<file path="src/rtl/cnc_pkg.sv">
// Shared types, codes and scan tables for the CAVLC nC context engine.
// No dependencies; imported by every module of the block.
`timescale 1ns / 1ps

package cnc_pkg;

	localparam int DEF_MAX_WIDTH_MBS  = 128;
	localparam int DEF_MAX_HEIGHT_MBS = 128;

	// Raster address of a macroblock: 7-bit row times 8-bit width plus column
	localparam int CUR_W = 15;

	typedef enum logic [1:0] {
		KIND_LUMA4X4   = 2'd0,
		KIND_LUMA_DC   = 2'd1,
		KIND_CHROMA_DC = 2'd2,
		KIND_CHROMA_AC = 2'd3
	} kind_t;

	typedef enum logic [1:0] {
		CFG_FRAME_WIDTH  = 2'd0,
		CFG_FRAME_HEIGHT = 2'd1,
		CFG_SLICE_FIRST  = 2'd2
	} cfg_reg_t;

	localparam logic [1:0] CBPC_NONE   = 2'd0;
	localparam logic [1:0] CBPC_DC_AC  = 2'd2;

	localparam logic signed [5:0] NC_CHROMA_DC = -6'sd1;
	localparam logic [4:0]        COEFF_MAX    = 5'd16;

	localparam logic [1:0] SCAN_COL [16] = '{
		2'd0, 2'd1, 2'd0, 2'd1, 2'd2, 2'd3, 2'd2, 2'd3,
		2'd0, 2'd1, 2'd0, 2'd1, 2'd2, 2'd3, 2'd2, 2'd3
	};
	localparam logic [1:0] SCAN_ROW [16] = '{
		2'd0, 2'd0, 2'd1, 2'd1, 2'd0, 2'd0, 2'd1, 2'd1,
		2'd2, 2'd2, 2'd3, 2'd3, 2'd2, 2'd2, 2'd3, 2'd3
	};

	typedef struct packed {
		logic [6:0] mb_col;
		logic [6:0] mb_row;
		logic [1:0] kind;
		logic       chroma_comp;
		logic [3:0] block_index;
		logic [3:0] cbp_luma_bits;
		logic [1:0] cbp_chroma_code;
		logic [4:0] coeff_total;
	} in_item_t;

	typedef struct packed {
		logic signed [5:0] nc_value;
		logic              needs_decode;
	} out_item_t;

	typedef enum logic [2:0] {
		ST_CLEAR,
		ST_IDLE,
		ST_CUR,
		ST_RD,
		ST_WB
	} state_t;

	typedef struct packed {
		logic clr;
		logic load;
		logic calc;
		logic rd;
		logic wb;
	} cmd_t;

	typedef struct packed {
		logic clr_done;
		logic out_busy;
	} status_t;

	// 4x4 position inside a macroblock to luma scan index
	function automatic logic [3:0] pos_to_scan(input logic [1:0] x, input logic [1:0] y);
		return {y[1], x[1], y[0], x[0]};
	endfunction

endpackage

</file>
<file path="src/rtl/cnc_ctrl.sv">
// Sequencer for the nC context engine: clearing sweep, then one block per pass.
// Depends on cnc_pkg; drives cnc_datapath through cmd_t / status_t.
`timescale 1ns / 1ps

module cnc_ctrl import cnc_pkg::*; (
	input  logic    clk,
	input  logic    arst_n,
	input  logic    in_valid,
	output logic    in_ready,
	input  status_t status,
	output cmd_t    cmd
);

	state_t state_q, state_d;

	always_ff @(posedge clk or negedge arst_n) begin
		if (!arst_n) begin
			state_q <= ST_CLEAR;
		end else begin
			state_q <= state_d;
		end
	end

	always_comb begin
		state_d  = state_q;
		in_ready = 1'b0;
		cmd      = '0;
		unique case (state_q)
			ST_CLEAR: begin
				cmd.clr = 1'b1;
				if (status.clr_done) state_d = ST_IDLE;
			end
			ST_IDLE: begin
				in_ready = 1'b1;
				if (in_valid) begin
					cmd.load = 1'b1;
					state_d  = ST_CUR;
				end
			end
			ST_CUR: begin
				cmd.calc = 1'b1;
				state_d  = ST_RD;
			end
			ST_RD: begin
				cmd.rd  = 1'b1;
				state_d = ST_WB;
			end
			ST_WB: begin
				// hold until the output register can take the result
				if (!status.out_busy) begin
					cmd.wb  = 1'b1;
					state_d = ST_IDLE;
				end
			end
			default: state_d = ST_CLEAR;
		endcase
	end

	a_accept_starts: assert property (@(posedge clk) disable iff (!arst_n)
		(in_valid && in_ready) |=> (state_q == ST_CUR))
		else $error("accepted transfer did not start a pass");

	a_no_accept_in_clear: assert property (@(posedge clk) disable iff (!arst_n)
		(state_q == ST_CLEAR) |-> (!in_ready && !cmd.wb))
		else $error("activity during clearing sweep");

	a_wb_follows_rd: assert property (@(posedge clk) disable iff (!arst_n)
		cmd.rd |=> (state_q == ST_WB))
		else $error("read not followed by writeback");

endmodule

</file>
<file path="config.mk">
export PLATFORM = sky130hd
export DESIGN_NAME = cnc_ctrl
export DESIGN_NICKNAME = d
export VERILOG_FILES = /design/src/rtl/cnc_pkg.sv /design/src/rtl/cnc_ctrl.sv
export SDC_FILE = /design/constraint.sdc
export NUM_CORES = 1
export LEC_CHECK = 0
export BUFFER_PORTS_ARGS = -buffer_cell sky130_fd_sc_hd__buf_2
export CORE_AREA = 2 2 39 41
export DETAILED_ROUTE_END_ITERATION = 10
export DIE_AREA = 0 0 41 43
export PLACE_DENSITY = 0.41
export SYNTH_ARGS = -nofsm -noshare
export SYNTH_HDL_FRONTEND = slang
export SYNTH_SLANG_ARGS = --single-unit
export TNS_END_PERCENT = 100
</file>
<file path="constraint.sdc">
create_clock -name clk -period 3.6 [get_ports clk]
set_clock_uncertainty 0.1 [all_clocks]
set_input_delay 0.18 -clock clk [delete_from_list [all_inputs] [get_ports clk]]
set_output_delay 0.18 -clock clk [all_outputs]
set_load 0.05 [all_outputs]
</file>
**Word-level counts from Yosys, hierarchy flattened**

Cells that the tools add are included.

- Reduce and logical (&&, ||, !) cells: 2
- Equal/unequal tests: 7
- Multiplexer cells: 12

Operators with widths:

| cell | number |
|---|---|
| one-hot mux 3 bit (5 select lines) | 1 |
| two-way mux 3 bit | 3 |
| two-way mux 1 bit | 8 |
| == test 3 x 2 -> 1 bit (second input constant) | 2 |
| != test 2 bit (second input constant) | 3 |
| == test 3 x 1 -> 1 bit (second input constant) | 1 |
| == test 3 bit (second input constant) | 1 |
| zero test 3 bit | 1 |
| AND reduction 3 bit | 1 |

- Flip-flop bits (word level): 3
- Output and inout bits: 6
- Input port bits: 5
- Word-level logic and storage cells: 22

**Depth between registers and ports, before layout**

Gate-level depths: netlist (run 1).

- Word-level depth: 3
- Gate-level depth with buffers: 3
- Gate-level depth less buffers: 2

**Least setup slack after synthesis (run 1)**

No wires, ideal clock.

- Path kind: register -> output
- From: register state_q[1]
- To: output port cmd[3] (netlist name)
- Setup slack: 1.262 ns
- Required time: 3.320 ns
- Path buffers: 1
- Cell stages (with the launch flop): 3
- Arrival time: 2.058 ns
- Cell sequence: dfrtp_1 -> buf_6 -> nor4bb_1

RTL lines:

| element | line | text |
|---|---|---|
| start, declared | cnc_ctrl.sv:14 | `state_t state_q, state_d;` |
| start signal, assigned | cnc_ctrl.sv:20 | `state_q <= state_d;` |
| end, declared | cnc_ctrl.sv:11 | `output cmd_t cmd` |

==> results.py, run 1 <==
metrics = {
    "drt": {
        "first_pass_iters": 4,
        "wire_per_inst_um": 10.90,
        "ant_nets": 0,
        "vias": 197,
        "drc": 0,
        "routed_wl_um": 534,
        "drt_iter0_drc": 8,
        "vias_per_cell": 4.020,
    },
    "floorplan": {
        "die_w_um": 41,
        "rows": 14,
        "die_height_um": 43,
        "dieArea_um2": 1763,
        "io_pins": 11,
        "start_util_pct": 15.01,
        "design.core.area_um2": 1384,
    },
    "min_path": {
        "hold_depth": 2,
        "hp-class": "in -> reg",
        "hp-start": "status[0]",
        "whs_endpoint": "state_q[2]",
    },
    "final_layout": {
        "largest_reg_flops": 3,
        "regMostFlops": "state_q",
        "layout-drive-gt1-share_pct": 42.42,
        "antenna_cells": 0,
        "layout.nets": 39,
        "stdcell_count": 49,
        "reg_top3": "state_q x3",
        "syn2layout_area_growth_pct": 40.96,
    },
    "sta": {
        "setup_viol": 0,
        "max_freq_mhz": 600.7,
        "fin_setup_tns_ns": 0,
        "finalCriticalPeriod_ns": 1.665,
        "rsz0062_at_grt": "false",
        "hold_violations": 0,
        "drv_slew": 0,
        "worst_slew_pin_slew_ns": 0.3065,
        "period_share_pct": 46.24,
        "slew_headroom_pct": 79.57,
    },
    "clock_network": {
        "numCtsBuffers": 3,
        "clk_latency_ns": 0.24,
        "tritoncts": "yes",
        "path_clk_slew_ns": 0.04,
        "clock_path_buffers": 2,
        "clockRootBuffer": "clkbuf_4",
        "clock-sinks": 3,
        "htreeDepth": 1,
        "cts-resized-gates": 0,
    },
    "critical_path": {
        "cp.required_ns": 3.32,
        "reg2reg_to": "state_q[0]",
        "crit_path_start_kind": "flop",
        "rr_startpoint": "state_q[1]",
        "crit_type": "reg -> out",
        "cp_max_fo": 11,
        "crit_arrival_ns": 1.38,
        "r2r_cells": 2,
        "regToRegSetupSlack_ns": 2.34,
        "endpoint_kind": "output port",
    },
    "yosys": {
        "syn_area_um2": 207.7,
        "mappedNetlistNets": 26,
        "yosys_register_bits": 3,
        "syn_area_per_cell_um2": 9.890,
        "syn_inst": 21,
        "yosysUniqueCellTypes": 17,
        "ys_warn_count": 0,
        "seq_area_frac_synth_pct": 36.14,
    },
    "global_routing": {
        "grt_usage_pct": 7.831,
        "grt_max_degree": 12,
        "grt_pass1_wl_um": 841,
        "grt_pass1_vias": 192,
        "antenna_found_initial": 0,
        "overflow": 0,
    },
    "placed_design": {
        "place_congestion": 0.6530,
        "place_inst": 44,
        "dpl.hpwl_um": 395.4,
        "portBuffers": 10,
    },
    "run_status": {
        "status": "finished, final reports clean",
    },
    "flow_run": {
        "drv_cap": 0,
    },
}
-- area by class of cell --
type / count / area, um2
Timing Repair Buffer: 11 / 60.06
Fill cell: 157 / 1091
Sequential cell: 3 / 75.07
Tap cell: 16 / 20.02
Clock buffer: 4 / 26.28
Multi-Input combinational cell: 15 / 111.4
-- stage by stage --
stage          setup WS, ns  util, %  hold slack, ns  instance area, um2
2_1_floorplan         1.262        -         -0.2156               207.7
3_3_place_gp          2.231    18.54         -0.1223               256.5
3_5_place_dp          2.173    18.54         -0.1236               256.5
4_1_cts               1.916    21.16          0.1132               292.8
5_1_grt               1.855    21.16          0.1149               292.8
6_report              1.935    21.16          0.1158               292.8
-- Yosys cell counts (all sizes together) --
library cell	count	share of area, %
a211o	1	4.2
a21oi	1	2.4
a31o	1	4.2
and2	1	3.0
and3b	1	4.2
buf	3	10
dfrtp	3	36
nand2b	1	3.0
nand3b	1	3.6
nor2	2	3.6
nor3	1	2.4
nor3b	1	3.6
nor4b	2	11
nor4bb	1	4.8
or2	1	3.0
-- worst max path at each step --
| stage | from | endpoint | slack (ns) | cells past startpoint |
|---|---|---|---|---|
| after floorplan | state_q[1] | cmd[3] | 1.26 | 2 |
| after global placement | state_q[1] | cmd[0] | 2.23 | 2 |
| after detailed placement | state_q[1] | cmd[0] | 2.17 | 2 |
| after CTS | state_q[1] | cmd[0] | 1.92 | 2 |
| after global routing | state_q[1] | cmd[0] | 1.85 | 2 |
| final | state_q[1] | cmd[0] | 1.94 | 2 |
-- metal layers --
metal | vias up | GRT usage, % | wire length [um]
li1 | 98 | - | -
met2 | 13 | 8.125 | 203
met5 | - | 0 | 0
met1 | 86 | 10.93 | 255
met3 | 0 | 6.283 | 76
met4 | 0 | 4.000 | 0
-- placed cells by master (no fill, tap or decap) --
| cell | count |
|---|---|
| buf_2 | 10 |
| clkbuf_4 | 3 |
| dfrtp_1 | 3 |
| nor2_1 | 2 |
| and2_1 | 1 |
| nor3b_1 | 1 |
| nor3_1 | 1 |
| and3b_1 | 1 |
| nor4b_2 | 1 |
| nor4bb_1 | 1 |
| or2_0 | 1 |
| nor4b_1 | 1 |
| a211o_1 | 1 |
| nand3b_1 | 1 |
| nand2b_1 | 1 |
| a21oi_1 | 1 |
| a31o_1 | 1 |
| clkbuf_1 | 1 |
| dlygate4sd3_1 | 1 |
-- logic make-up after synthesis --
logic type	count (synthesis)	share of synthesized area [%]
and+or+nand+nor	12	42.78
AOI/OAI and AO/OA	3	10.84
buffers and inverters	3	10.24
DFF	3	36.14
-- what timing repair did --
item | CTS | global route
endpoints found under the hold margin | 3 | 0
setup buffers | 0 | 0
hold buffers | 1 | 0
-- worst max-delay path, stage by stage, from the launching register on --
cell and delay, ns:
dfrtp_1 0.48, nor4b_2 0.36, buf_2 0.32
Power of run 1 is not shown: default switching activity piles up to over one toggle a cycle in this logic, so the estimate is an artifact.
==> run 2, diff against run 1 <==
--- a/config.mk
+++ b/config.mk
@@ -5,6 +5,7 @@
 export SDC_FILE = /design/constraint.sdc
 export NUM_CORES = 1
 export LEC_CHECK = 0
+export ABC_AREA = 1
 export BUFFER_PORTS_ARGS = -buffer_cell sky130_fd_sc_hd__buf_2
 export CORE_AREA = 2 2 39 41
 export DETAILED_ROUTE_END_ITERATION = 10
==> constraint.sdc (replaced) <==
create_clock -name clk -period 1.4 [get_ports clk]
set_clock_uncertainty 0.1 [all_clocks]
set_input_delay 0.07 -clock clk [delete_from_list [all_inputs] [get_ports clk]]
set_output_delay 0.07 -clock clk [all_outputs]
set_load 0.05 [all_outputs]
==> results.py, run 2 <==
metrics = {
    "yosys": {
        "yosys_register_bits": 3,
        "synth_xor_area_share_pct": 0,
        "synth_edf_count": 0,
        "mappedNetlistNets": 34,
        "ys_top_cells_by_count": "inv_1 (7), nand3_1 (5), dfrtp_1 (3), nand2_1 (3), nor2_1 (3)",
        "synth_top_area_share_pct": 38.46,
        "syn_area_per_cell_um2": 6.731,
        "syn_inst": 29,
        "seq_area_frac_synth_pct": 38.46,
        "synth_top_family_by_area": "simple AND/OR/NAND/NOR gates",
        "synth-simple-area-share_pct": 41.67,
        "synth_compound_area_share_pct": 2.564,
        "synth_mux_area_share_pct": 0,
        "yosysUniqueCellTypes": 11,
        "synth_largest_area_cell": "dfrtp_1",
        "ys_warn_count": 0,
        "syn_area_um2": 195.2,
        "synth_fa_ha_area_share_pct": 0,
        "async_flop_share_pct": 100.0,
        "synth_area_leaders": "dfrtp_1 (38%), inv_1 (13%), nand3_1 (13%)",
        "synth_top_flop_cell": "dfrtp_1",
        "yosysMostFrequentCell": "inv_1",
    },
    "flow_run": {
        "drv_cap": 0,
    },
    "global_routing": {
        "grt_pass1_wl_um": 759,
        "grt_usage_pct": 6.841,
        "overflow": 0,
        "grt_max_degree": 8,
        "antenna_found_initial": 0,
        "grt_pass1_vias": 199,
    },
    "sta": {
        "setup_viol": 0,
        "slew_headroom_pct": 83.45,
        "max_freq_mhz": 738.9,
        "period_share_pct": 96.67,
        "rsz0062_at_grt": "false",
        "hold_violations": 0,
        "finalCriticalPeriod_ns": 1.353,
        "fin_setup_tns_ns": 0,
        "worst_slew_pin_slew_ns": 0.2500,
        "drv_slew": 0,
    },
    "final_layout": {
        "regMostFlops": "state_q",
        "fin_area_um2": 342.8,
        "syn2layout_area_growth_pct": 75.64,
        "multiInputGateArea_um2": 105.1,
        "largest_reg_flops": 3,
        "layout-drive-gt1-share_pct": 52.27,
        "final_cell_mix": "inv_1 (7), buf_2 (5), nand3_1 (4), buf_4 (4)",
        "final_common_cell": "inv_1",
        "reg_top3": "state_q x3",
        "fill_cells": 156,
        "antenna_cells": 0,
        "layout.nets": 50,
        "seqCellArea_um2": 78.83,
    },
    "clock_network": {
        "clock_path_buffers": 2,
        "clk_latency_ns": 0.23,
        "clock-sinks": 3,
        "post_cts.repair.setup_buffers": 0,
        "tritoncts": "yes",
        "clockRootBuffer": "clkbuf_4",
        "path_clk_slew_ns": 0.04,
        "numCtsBuffers": 3,
        "htreeDepth": 1,
    },
    "critical_path": {
        "cp_max_fo": 7,
        "crit_type": "reg -> out",
        "crit_arrival_ns": 1.18,
        "endpoint_kind": "output port",
        "crit_path_start_kind": "flop",
        "cp.required_ns": 1.23,
        "regToRegSetupSlack_ns": 0.29,
    },
    "drt": {
        "vias": 238,
        "drt_iter0_drc": 1,
        "drc": 0,
        "ant_nets": 0,
        "wire_per_inst_um": 8.533,
        "vias_per_cell": 3.967,
        "first_pass_iters": 2,
        "routed_wl_um": 512,
    },
    "placed_design": {
        "place_congestion": 0.7234,
        "dpl.hpwl_um": 395.4,
        "placed_area_um2": 279.0,
        "portBuffers": 10,
    },
    "floorplan": {
        "die_w_um": 41,
        "design.core.area_um2": 1384,
        "rows": 14,
        "io_pins": 11,
        "start_util_pct": 14.10,
        "dieArea_um2": 1763,
        "die_height_um": 43,
    },
    "run_status": {
        "status": "finished, final reports clean",
    },
    "min_path": {
        "hp-class": "in -> async",
    },
}
==> run 2: area by class of cell <==
cell class | instances | share of cell area, %
Multi-Input combinational cell | 17 | 30.66
Sequential cell | 3 | 22.99
Clock buffer | 4 | 7.664
Tap cell | 16 | 5.839
Timing Repair Buffer | 11 | 22.26
Inverter | 9 | 10.58
==> run 2: worst max-delay path: stages, from the launching register on <==
cell and delay [ns]:
dfrtp_2 0.45, nor4_2 0.26, buf_4 0.24
==> run 2: metal layers <==
layer | wire (um) | track usage (%) | vias up
met4 | 0 | 8.000 | 0
met2 | 299 | 8.750 | 4
met5 | 0 | 0 | -
li1 | - | - | 123
met3 | 12 | 1.571 | 0
met1 | 200 | 8.091 | 111
==> run 2: final timing paths <==
check | startpoint | end | cells after the start
worst max-delay path | state_q[0] | cmd[0] | 2
worst min-delay path | arst_n | state_q[0] | 2
worst max register to register | state_q[1] | state_q[0] | 4
worst min register to register | state_q[2] | state_q[2] | 3
max in group asynchronous | arst_n | state_q[2] | 2
min in group clk | status[0] | state_q[2] | 3
==> run 2: through the flow <==
stage / std cells / hold WS (ns) / utilization, % / worst slack, ns
3_3_place_gp: 55 / -0.2312 / 20.16 / 0.2008
6_report: 60 / 0.05845 / 24.77 / 0.04667
2_1_floorplan: 29 / -0.3256 / - / -0.1943
4_1_cts: 60 / 0.05256 / 23.78 / 0.007615
5_1_grt: 60 / 0.05235 / 24.77 / 0.006416
3_5_place_dp: 55 / -0.2321 / 20.16 / 0.1839
==> run 2: kinds of logic (layout without fill, tap and decap cells) <==
group | after synthesis | after routing
simple gates | 16 | 16
buf+inv | 9 | 24
flops | 3 | 3
compound gates | 1 | 1
==> run 2: what timing repair did <==
item,in CTS,in global routing
gates cloned,0,0
setup endpoints to repair,4,5
resized for setup,5,7
pin swaps,0,1
hold endpoints to repair,3,0
hold buffers,1,0
Power of run 2 is left out for the same reason.
==> run 3, diff against run 2 <==
--- a/config.mk
+++ b/config.mk
@@ -10,7 +10,7 @@
 export CORE_AREA = 2 2 39 41
 export DETAILED_ROUTE_END_ITERATION = 10
 export DIE_AREA = 0 0 41 43
-export PLACE_DENSITY = 0.41
+export PLACE_DENSITY = 0.4
 export SYNTH_ARGS = -nofsm -noshare
 export SYNTH_HDL_FRONTEND = slang
 export SYNTH_SLANG_ARGS = --single-unit
==> constraint.sdc (replaced) <==
create_clock -name clk -period 1.5 [get_ports clk]
set_clock_uncertainty 0.1 [all_clocks]
set_input_delay 0.075 -clock clk [delete_from_list [all_inputs] [get_ports clk]]
set_output_delay 0.075 -clock clk [all_outputs]
set_load 0.05 [all_outputs]
==> results.py, run 3 (synthesis gave the netlist of run 2 again) <==
metrics = {
    "run_status": {
        "status": "finished, final reports clean",
    },
    "global_routing": {
        "antenna_found_initial": 0,
        "grt_max_degree": 8,
        "top_usage_layer": "met2",
        "use_met3_pct": 3.141,
        "overflow": 0,
        "grt_use_met2_pct": 10.31,
        "grt_usage_pct": 7.956,
        "grt_pass1_vias": 245,
        "grt_pass1_wl_um": 910,
        "met1_usage_pct": 9.091,
    },
    "sta": {
        "drv_slew": 0,
        "setup_viol": 0,
        "slew_headroom_pct": 82.59,
        "holdWs_ns": 0.06518,
        "period_share_pct": 95.63,
        "finalCriticalPeriod_ns": 1.434,
        "fin_ws_ns": 0.06563,
        "max_freq_mhz": 697.2,
        "fin_setup_tns_ns": 0,
        "rsz0062_at_grt": "true",
        "worst_slew_pin_slew_ns": 0.2612,
        "hold_violations": 0,
    },
    "drt": {
        "drc": 0,
        "routed_wl_um": 496,
        "ant_nets": 0,
        "vias_per_cell": 3.917,
        "wire_per_inst_um": 8.267,
        "drt_iter0_drc": 3,
        "first_pass_iters": 4,
        "vias": 235,
    },
    "final_layout": {
        "fill_cells": 157,
        "largest_reg_flops": 3,
        "layout-drive-gt1-share_pct": 40.91,
        "stdcell_count": 60,
        "regMostFlops": "state_q",
        "final_cell_mix": "inv_1 (7), buf_2 (7), nand3_1 (5), clkbuf_4 (5)",
        "antenna_cells": 0,
        "reg_top3": "state_q x3",
        "syn2layout_area_growth_pct": 66.03,
        "layout.nets": 50,
    },
    "clock_network": {
        "clock_path_buffers": 2,
        "clock-sinks": 3,
        "clockRootBuffer": "clkbuf_4",
        "numCtsBuffers": 3,
        "path_clk_slew_ns": 0.03,
        "post_cts.repair.setup_buffers": 0,
        "clk_latency_ns": 0.23,
        "tritoncts": "yes",
        "htreeDepth": 1,
    },
    "critical_path": {
        "regToRegSetupSlack_ns": 0.37,
        "crit_path_start_kind": "flop",
        "crit_arrival_ns": 1.26,
        "cp_max_fo": 5,
        "endpoint_kind": "output port",
        "cp.required_ns": 1.32,
        "crit_path_cell_trace": "inv_2 -> nor4_2 -> clkbuf_4",
        "crit_buf_inv": 2,
        "crit_type": "reg -> out",
        "cp_slowest_cell": "dfrtp_1",
        "crit_path_max_incr_delay_ns": 0.44,
        "path_delay_family": "flip-flops",
    },
    "placed_design": {
        "portBuffers": 10,
        "place_inst": 55,
        "dpl.hpwl_um": 385.7,
        "place_congestion": 0.7442,
        "dpl_worst_slack_ns": 0.2878,
    },
    "min_path": {
        "hp-class": "in -> async",
    },
    "flow_run": {
        "drv_cap": 0,
    },
    "floorplan": {
        "design.core.area_um2": 1384,
        "dieArea_um2": 1763,
        "rows": 14,
        "start_util_pct": 14.10,
        "io_pins": 11,
        "die_height_um": 43,
        "die_w_um": 41,
    },
}
run 3: cell count changes in the layout (fill, tap and decap cells not counted), moves of 2 or more:
cell | previous run | this run
buf_2 | 5 | 7
buf_4 | 4 | 0
dfrtp_2 | 3 | 0
dfrtp_1 | 0 | 3
clkbuf_4 | 3 | 5
run 3: layer usage:
layer	routed length, um	vias up
li1	-	123
met1	204	108
met2	270	4
met3	22	0
met4	0	0
met5	0	-
run 3: cell type report:
cell class              count  area (um2)  area share, %
repair buffers             11       71.32          22.01
flip-flops and latches      3       75.07          23.17
inverters                   9       33.78          10.42
multi-input cells          17       97.59          30.12
well taps                  16       20.02          6.178
clock buffers               4       26.28          8.108
run 3: path summary, 6_finish.rpt:
kind / endpoint / depth (start not counted) / startpoint
worst max register to register: state_q[0] / 4 / state_q[0]
worst min register to register: state_q[2] / 3 / state_q[2]
max in group asynchronous: state_q[2] / 2 / arst_n
worst max-delay path: cmd[0] / 3 / state_q[2]
min in group clk: state_q[2] / 3 / status[0]
worst min-delay path: state_q[0] / 2 / arst_n
run 3: timing repair:
action | CTS | global route
hold buffers | 1 | 0
resized for setup | 0 | 5
setup endpoints to repair | 0 | 3
endpoints found under the hold margin | 3 | 0
run 3: stage by stage:
stage	util, %	instance area, um2
6_report	23.42	324.1
4_1_cts	22.60	312.8
3_5_place_dp	19.98	276.5
2_1_floorplan	-	206.4
5_1_grt	23.42	324.1
3_3_place_gp	19.98	276.5
Power of run 3 is left out for the same reason.
